**src/ckab_pkg.sv**
```systemverilog
package ckab_pkg;

    // image geometry
    localparam int WIDTH        = 256;
    localparam int HEIGHT       = 256;
    localparam int FRAME_PIXELS = WIDTH * HEIGHT;

    // line window: two rows plus one pixel
    localparam int WIN_DEPTH = 2 * WIDTH + 1;
    localparam int WIN_AW    = $clog2(WIN_DEPTH);

    // widths
    localparam int PIX_W  = 24;
    localparam int OUT_W  = 32;
    localparam int X_W    = $clog2(WIDTH);
    localparam int Y_W    = $clog2(HEIGHT);
    localparam int CNT_W  = $clog2(FRAME_PIXELS + 1);
    localparam int SUM_W  = 10;
    localparam int NUM_W  = 3;

    // divide by three: (s * 683) >> 11, exact for s below 768
    localparam int DIV3_MUL   = 683;
    localparam int DIV3_SHIFT = 11;
    localparam int PROD_W     = SUM_W + 10;

    // key detection on the top five bits of each byte
    localparam logic [4:0] KEY_SET = 5'h1F;
    localparam logic [4:0] KEY_CLR = 5'h00;

    localparam logic [7:0] ALPHA_OPAQUE = 8'hFF;
    localparam logic [7:0] ALPHA_CLEAR  = 8'h00;

    // neighbor visiting order
    localparam logic [1:0] NB_LEFT  = 2'd0;
    localparam logic [1:0] NB_RIGHT = 2'd1;
    localparam logic [1:0] NB_UP    = 2'd2;
    localparam logic [1:0] NB_DOWN  = 2'd3;

    // controller to datapath
    typedef struct packed {
        logic       take_item;
        logic       cap_ctr;
        logic       nb_rd;
        logic       nb_acc;
        logic [1:0] nb_idx;
        logic       do_div;
        logic       load_out;
    } ckab_cmd_t;

    // datapath to controller
    typedef struct packed {
        logic item_emits;
        logic ctr_key;
        logic out_free;
    } ckab_stat_t;

    // pixel layout: red [7:0], green [15:8], blue [23:16]
    function automatic logic is_key(input logic [PIX_W-1:0] px);
        return (px[15:11] == KEY_SET) && (px[7:3] == KEY_CLR) && (px[23:19] == KEY_CLR);
    endfunction

endpackage

```
**src/ckab_ctrl.sv**
```systemverilog
module ckab_ctrl
    import ckab_pkg::*;
(
    input  logic       aclk,
    input  logic       aresetn,
    input  logic       s_tvalid,
    output logic       s_tready,
    input  ckab_stat_t stat,
    output ckab_cmd_t  cmd
);

    localparam logic [2:0] ST_IDLE   = 3'd0;
    localparam logic [2:0] ST_CHK    = 3'd1;
    localparam logic [2:0] ST_NB_RD  = 3'd2;
    localparam logic [2:0] ST_NB_ACC = 3'd3;
    localparam logic [2:0] ST_DIV    = 3'd4;
    localparam logic [2:0] ST_FIN    = 3'd5;

    logic [2:0] state_reg, state_next;
    logic [1:0] nb_idx_reg, nb_idx_next;

    // state and neighbor counter
    always_ff @(posedge aclk) begin
        if (!aresetn) begin
            state_reg  <= ST_IDLE;
            nb_idx_reg <= NB_LEFT;
        end else begin
            state_reg  <= state_next;
            nb_idx_reg <= nb_idx_next;
        end
    end

    // next state and commands
    always_comb begin
        state_next  = state_reg;
        nb_idx_next = nb_idx_reg;
        cmd         = '0;
        cmd.nb_idx  = nb_idx_reg;
        s_tready    = 1'b0;
        case (state_reg)
            ST_IDLE: begin
                s_tready      = 1'b1;
                cmd.take_item = s_tvalid;
                if (s_tvalid && stat.item_emits) begin
                    state_next = ST_CHK;
                end
            end
            ST_CHK: begin
                cmd.cap_ctr = 1'b1;
                nb_idx_next = NB_LEFT;
                state_next  = stat.ctr_key ? ST_NB_RD : ST_FIN;
            end
            ST_NB_RD: begin
                cmd.nb_rd  = 1'b1;
                state_next = ST_NB_ACC;
            end
            ST_NB_ACC: begin
                cmd.nb_acc = 1'b1;
                if (nb_idx_reg == NB_DOWN) begin
                    state_next = ST_DIV;
                end else begin
                    nb_idx_next = nb_idx_reg + 2'd1;
                    state_next  = ST_NB_RD;
                end
            end
            ST_DIV: begin
                cmd.do_div = 1'b1;
                state_next = ST_FIN;
            end
            ST_FIN: begin
                if (stat.out_free) begin
                    cmd.load_out = 1'b1;
                    state_next   = ST_IDLE;
                end
            end
            default: begin
                state_next = ST_IDLE;
            end
        endcase
    end

endmodule

```
**config.mk**
```make
export PLATFORM = sky130hd
export DESIGN_NAME = ckab_ctrl
export DESIGN_NICKNAME = d
export VERILOG_FILES = /design/src/ckab_pkg.sv /design/src/ckab_ctrl.sv
export SDC_FILE = /design/constraint.sdc
export NUM_CORES = 1
export LEC_CHECK = 0
export ABC_CLOCK_PERIOD_IN_PS = 2500
export CORE_AREA = 5 5 42 44
export CTS_CLUSTER_DIAMETER = 50
export DETAILED_ROUTE_END_ITERATION = 12
export DIE_AREA = 0 0 47 49
export DONT_BUFFER_PORTS = 1
export PLACE_DENSITY = 0.47
export SYNTH_ARGS = -nofsm -noshare
export SYNTH_HDL_FRONTEND = slang
export SYNTH_SLANG_ARGS = --single-unit
```
**constraint.sdc**
```tcl
create_clock -name aclk -period 2.5 [get_ports aclk]
set_input_delay 0.5 -clock aclk [delete_from_list [all_inputs] [get_ports aclk]]
set_output_delay 0.5 -clock aclk [all_outputs]
set_load 0.05 [all_outputs]
```
== Word level (Yosys, flattened, before mapping) ==
Cells that the tools add are included.

* Input port bits: 6
* Flip-flop bits (word level): 5
* Word-level logic and storage cells: 32

* Equality and inequality tests: 9
* Muxes and demuxes: 15
* $add $sub $neg: 1
* Reductions and logical operators: 5

{| class="wikitable"
|+ Operator list
! kind !! count
|-
| $pmux W3 S6 || 1
|-
| $mux W3 || 4
|-
| $mux W1 || 8
|-
| $eq A3 B2 Y1 const B || 2
|-
| $eq A3 B3 Y1 const B || 2
|-
| $ne A2 B2 Y1 const B || 3
|-
| $pmux W2 S2 || 1
|-
| $reduce_and A2 Y1 || 2
|-
| $eq A3 B1 Y1 const B || 1
|-
| $logic_not A3 Y1 || 1
|-
| $add A2 B1 Y2 const B || 1
|-
| $eq A2 B2 Y1 const B || 1
|-
| $mux W2 || 1
|-
| $reduce_bool A2 Y1 || 1
|-
| $logic_and A1 B1 Y1 || 1
|}

== Logic depth before layout (Yosys ltp) ==
Gate-level depths: netlist of the first run.

* Depth in word-level cells: 3
* Gate-level depth with buffers: 4
* Depth with buffers taken out: 4

== Worst setup path before layout of the first run ==
No wires, ideal clock.

* Path kind: register to output
* Start: reg state_reg[1]
* End: out cmd[7] in the netlist's numbering
* Stages on the path, launching flop included: 4
* Slack: -0.200 ns
* Arrival: 2.200 ns
* Cells stage by stage: dfxtp_1 -> buf_2 -> nor3_1 -> and2_1

{| class="wikitable"
|+ RTL lines
! element !! RTL line !! RTL
|-
| from (decl) || ckab_ctrl.sv:19 || <nowiki>logic [2:0] state_reg, state_next;</nowiki>
|-
| from (signal assigned) || ckab_ctrl.sv:28 || <nowiki>state_reg <= state_next;</nowiki>
|-
| to (decl) || ckab_ctrl.sv:9 || <nowiki>output ckab_cmd_t cmd</nowiki>
|}

==> results by group, run 1 <==
Synthesis
  – Synth area leader: dfxtp_1
  – FF+latch count, synth: 5
  – Post-synth ARST share: 0
  – Distinct cells, synth: 25
  – Mapped Nets: 48
  – Seq/Total Area, Yosys: 0.3162
  – Synth Warn #: 0
  – Top FF cell, synth: dfxtp_1
  – Avg Inst Size Synth: 7.721 um^2
  – Synth top area cells: dfxtp_1 (32%), nand2_1 (5.9%), nand3_1 (4.7%), nor2_1 (4.7%), a31oi_1 (4.0%)
  – Share of the synthesized area in the top cell type: 0.3162
  – Most common library cells after synthesis: dfxtp_1 (5), nand2_1 (5), nor2_1 (4), nand3_1 (3)
  – Mapped Area: 316.6 um^2
  – Cells after synthesis: 41
  – EDFF count, synth: 0

Floorplan
  – Die X: 47 um
  – Core Region: 0.001401 mm^2
  – Die ar.: 0.002303 mm^2
  – Die height: 49 um
  – Row count: 14
  – Initial Utilization: 0.2259
  – I/O pins: 15

Power and ir drop
  – Maximum vdd drop: 0.2602 mV
  – Pwr Density: 741.7 mW/mm^2
  – Leakage: 0.1793 nW

Timing
  – Setup tns final: 0 ns
  – Max_slew headroom: 0.7516
  – Final period util: 0.7716
  – Hold Slack: 0.3785 ns
  – RSZ-0062 raised after global routing: false
  – Clk_skew: 0.002062 ns
  – Worst-Margin Slew: 0.3721 ns
  – # setup viols final: 0
  – Fin crit period: 1.929 ns
  – F_max: 518.4 MHz
  – Slew Viols, Final: 0
  – Endpoints failing hold: 0

Layout
  – Area delta synth->final: 33.60%
  – Fraction of layout cells with a size suffix above 1: 0.3077
  – Multi-input combinational cell area: 201.4 um^2
  – Nets: 60
  – FF+latch area: 100.1 um^2
  – # diodes: 0
  – Max reg flops: 3
  – Filler instances: 160

Global route
  – Busiest grt layer: met1
  – Number of global-route vias before repair: 326
  – Met1 Usage GRT: 0.1160
  – Pin count of the biggest net entering global routing: 13
  – Gr ovfl total: 0
  – Antenna violations before repair: 0
  – First-pass GRT wire length: 1407 um
  – GR Util All Layers: 0.08439
  – Met2 usage in global routing: 0.09955
  – Met3 Use GR: 0.07380

Worst setup path
  – Reg2Reg Depth: 5
  – Worst Path Arrival: 1.43 ns
  – Crit path kind: flop to primary output
  – Capturing element type of the critical path: primary output
  – Crit start category: flop
  – Critical Path RT: 2.00 ns
  – Max FO, Critical Path: 12

Flow run
  – Max-cap violations: 0

Clock network
  – # Post-CTS Setup Buffers: 0
  – Max Buffers Root-to-Sink: 2
  – CTS H-tree lvls: 1
  – Clk slew on worst S/H paths: 0.04 ns
  – CTS Sinks: 5
  – Hold Buf Count CTS: 0
  – CTS tree: done
  – Clk root buf: clkbuf_4
  – Post_cts resized: 0
  – Later-pin clock latency in the skew report: 0.24 ns
  – CTS Buf Count: 3

Placed design
  – Routability cong.: 0.6619
  – Port bufs: 0

Detailed routing
  – Drt total wl: 811 um
  – Routed len/inst: 11.93 um
  – DRT Pass-1 Iters: 4
  – Routed vias: 323
  – Initial DRC count: 8
  – Remaining antenna violation count: 0
  – DR DRC count: 0
  – Vias per cell: 4.750

Hold path
  – Hold Path Class: input port to flop
  – Hold depth: 2

Status
  – Status: complete, no violations
cell type report:
cell class / count / share of cell area
multi-input cells: 32 / 0.4763
flip-flops and latches: 5 / 0.2367
repair buffers: 9 / 0.1598
clock buffers: 4 / 0.06213
well taps: 16 / 0.04734
inverters: 2 / 0.01775
cell families after synthesis:
kind of cell    after synthesis  share of synthesized area
flops                         5                     0.3162
simple gates                 22                     0.3716
buf+inv                       4                    0.06324
fa+ha+maj                     1                    0.03952
mux                           1                    0.03557
compound gates                8                     0.1739
metrics by stage:
| step | util | std cells | worst slack (ns) | total power [mW] | instance area [um^2] |
|---|---|---|---|---|---|
| 6_report | 0.3018 | 68 | 0.5709 | 0.3137 | 422.9 |
| 5_1_grt | 0.3018 | 68 | 0.4913 | 0.3354 | 422.9 |
| 4_1_cts | 0.3018 | 68 | 0.5588 | 0.3186 | 422.9 |
| 2_1_floorplan | - | 41 | 0.2860 | 0.1938 | 321.6 |
| 3_5_place_dp | 0.2830 | 64 | 0.8307 | 0.2206 | 396.6 |
| 3_3_place_gp | 0.2830 | 64 | 0.8484 | 0.2207 | 396.6 |
report_power, final:
group / switching, mW / internal [mW]
logic: 0.0771 / 0.0381
clock network: 0.0341 / 0.0604
registers: 0.0172 / 0.0868
worst paths after layout:
kind,startpoint,endpoint,slack [ns]
max,state_reg[1],cmd[7],0.57
min,aresetn,state_reg[0],0.38
max reg2reg,nb_idx_reg[0],nb_idx_reg[1],1.18
min reg2reg,state_reg[2],state_reg[1],0.63
routing by layer:
metal  wire [um]  vias to the layer above
li1            -                      165
met2         339                       15
met5           0                        -
met3         105                        0
met1         366                      143
met4           0                        0
cell usage in the layout (no fill, tap or decap), types with 2 or more instances in the layout:
cell type / count
nor2_1: 4
inv_1: 2
clkbuf_4: 3
dfxtp_1: 5
nand2_1: 5
nand3_1: 3
buf_4: 9
a31oi_1: 2
critical path, cell delays in order (launching register included):
cell and delay, ns:
dfxtp_1 0.41, nor3_2 0.21, buf_4 0.23, and2_1 0.15, buf_4 0.19
No activity file was read; power rests on OpenSTA's default activity.
==> run 2: changes to the inputs <==
ABC_AREA = 1   (was unset)
ABC_CLOCK_PERIOD_IN_PS = 1800   (was 2500)
PLACE_DENSITY = 0.49   (was 0.47)
clock period = 1.8 ns   (was 2.5 ns; I/O delays follow)
==> run 2 against run 1 <==
- critical path depth down 2
- synthesized cell count up 34%
- first-iteration DRC count rose by 38%
- count of clock-buffer cells in the layout stayed put
- core utilization increased by 1.2 points
- total power up 94%
- area after synthesis increased by 7.5%
- critical path type unchanged
- critical endpoint is now cmd[4]
- largest cell class unchanged
- largest power group unchanged
==> results by group, run 2 <==
Clock network
  – Clk root buf: clkbuf_4
  – CTS Sinks: 5
  – Later-pin clock latency in the skew report: 0.24 ns
  – Post_cts resized: 0
  – CTS tree: done
  – Max Buffers Root-to-Sink: 2
  – Clk slew on worst S/H paths: 0.04 ns
  – CTS Buf Count: 3
  – # Post-CTS Setup Buffers: 0
  – Hold Buf Count CTS: 0
  – CTS H-tree lvls: 1

Placed design
  – Post-DP HPWL: 691.8 um
  – Routability cong.: 0.7355
  – Port bufs: 0

Timing
  – Max_slew headroom: 0.6876
  – F_max: 607.1 MHz
  – # setup viols final: 0
  – Clk_skew: 0.001564 ns
  – Setup tns final: 0 ns
  – Endpoints failing hold: 0
  – Fin crit period: 1.647 ns
  – Slew Viols, Final: 0
  – Final period util: 0.9151
  – Worst-Margin Slew: 0.4681 ns
  – RSZ-0062 raised after global routing: false

Synthesis
  – Cells after synthesis: 55
  – Synth area leader: dfxtp_1
  – EDFF count, synth: 0
  – Top FF cell, synth: dfxtp_1
  – Synth Area in Compound Gates: 0.1103
  – Top-count cell post-synth: inv_1
  – Post-synth ARST share: 0
  – Seq/Total Area, Yosys: 0.2941
  – Most common library cells after synthesis: inv_1 (15), nand2_1 (9), nor2_1 (8), dfxtp_1 (5)
  – Distinct cells, synth: 15
  – Synth top area cells: dfxtp_1 (29%), inv_1 (17%), nand2_1 (9.9%), nor2_1 (8.8%), nor3_4 (4.8%)
  – Simple-gate share of the synthesized area: 0.3824
  – Synth Warn #: 0
  – FF+latch count, synth: 5
  – Mapped Area: 340.3 um^2
  – Avg Inst Size Synth: 6.188 um^2
  – Xor and xnor fraction of the mapped netlist area: 0
  – Mux cell area share after synthesis: 0
  – Share of the synthesized area in the top cell type: 0.2941
  – Main combinational cell family by area after synthesis: simple AND/OR/NAND/NOR gates
  – Mapped Nets: 62
  – Adder-Cell Fraction of Synth Area: 0.03676

Layout
  – Nets: 72
  – # diodes: 0
  – Fraction of layout cells with a size suffix above 1: 0.2188
  – Max reg flops: 3
  – Commonest cells after routing, fill and taps aside: inv_1 (15), nand2_1 (9), nor2_1 (8), dfxtp_1 (5), buf_4 (5)
  – Final Core Density: 0.3134
  – Area delta synth->final: 29.04%
  – Commonest non-fill, non-tap cell in the layout: inv_1

Power and ir drop
  – Leakage: 0.2341 nW
  – Maximum vdd drop: 0.4455 mV
  – Tot Pwr: 608.3 uW
  – Pwr Density: 1385 mW/mm^2

Worst setup path
  – Crit start category: flop
  – Max FO, Critical Path: 7
  – Critical Path RT: 1.44 ns
  – Capturing element type of the critical path: primary output
  – Worst R2R Setup Slack: 0.46 ns
  – Crit-path max cell delay: 0.51 ns
  – Crit path kind: flop to primary output
  – Critical path cell sequence: nand3_2 -> inv_1
  – Slowest library cell on the worst path: dfxtp_1
  – R2R Path Start: state_reg[1]
  – Worst Path Arrival: 1.29 ns
  – Reg2Reg Depth: 4
  – Crit path buf inv count: 1
  – Largest delay share family, worst path: flip-flops
  – Reg-to-Reg End: nb_idx_reg[1]

Global route
  – First-pass GRT wire length: 1331 um
  – Gr ovfl total: 0
  – GR Util All Layers: 0.08457
  – Pin count of the biggest net entering global routing: 8
  – Antenna violations before repair: 0
  – Number of global-route vias before repair: 317

Floorplan
  – Die height: 49 um
  – Row count: 14
  – Initial Utilization: 0.2429
  – Core Region: 0.001401 mm^2
  – Die X: 47 um
  – I/O pins: 15
  – Die ar.: 0.002303 mm^2

Detailed routing
  – Remaining antenna violation count: 0
  – Drt total wl: 812 um
  – Initial DRC count: 11
  – DRT Pass-1 Iters: 4
  – DR DRC count: 0
  – Routed vias: 349
  – Routed len/inst: 10.15 um
  – Vias per cell: 4.363

Flow run
  – Max-cap violations: 0

Hold path
  – Hold Path Class: input port to flop
  – Hold depth: 2
  – Hold Startpoint: aresetn
  – Hold EP: nb_idx_reg[1]

Status
  – Status: complete, no violations
==> run 2: cell count changes after synthesis, moves of 2 or more <==
cell / before / now
nand2_1: 5 / 9
nor3_1: 2 / 0
nor2_1: 4 / 8
a21oi_1: 1 / 3
inv_1: 2 / 15
nor2_2: 0 / 2
==> run 2: cell families after synthesis <==
logic type                 count (synthesis)
AOI/OAI and AO/OA                          7
adders and majority gates                  1
buffers and inverters                     16
DFF                                        5
and+or+nand+nor                           26
==> run 2: per-stage QoR <==
step | cells | area (um^2) | hold slack, ns | setup slack [ns]
after detailed placement | 76 | 412.9 | 0.4920 | 0.3902
after global routing | 80 | 439.2 | 0.2344 | 0.04728
final | 80 | 439.2 | 0.2452 | 0.1528
after global placement | 76 | 412.9 | 0.4932 | 0.3996
after CTS | 80 | 439.2 | 0.2328 | 0.1258
after floorplan | 55 | 355.3 | 0.4858 | 0.1432
==> run 2: routing by layer <==
metal,up-vias,track usage,wire (um)
met3,2,0.04428,105
met2,14,0.1041,368
li1,189,-,-
met5,-,0,0
met1,144,0.09692,328
met4,0,0.08295,10
==> run 2: report_power, final <==
group	leakage [nW]	total, mW	internal (mW)	switching [mW]
logic	0.178	0.319	0.0794	0.240
registers	0.0410	0.163	0.134	0.0284
clock network	0.0150	0.126	0.0836	0.0429
total	0.234	0.608	0.297	0.311
==> run 2: how the worst max path moves through the flow <==
stage                       startpoint  endpoint  slack [ns]  cells after the start
after floorplan           state_reg[1]    cmd[7]        0.14                      3
after global placement    state_reg[0]    cmd[0]        0.40                      3
after detailed placement  state_reg[0]    cmd[0]        0.39                      3
after CTS                 state_reg[0]    cmd[0]        0.13                      3
after global routing      state_reg[1]    cmd[4]        0.05                      2
final                     state_reg[1]    cmd[4]        0.15                      2
==> run 2: final cells by class <==
type | count | area (um^2)
well taps | 16 | 20.02
inverters | 16 | 60.06
fillers | 167 | 962.2
clock buffers | 4 | 26.28
repair buffers | 5 | 37.54
flip-flops and latches | 5 | 100.1
multi-input cells | 34 | 195.2
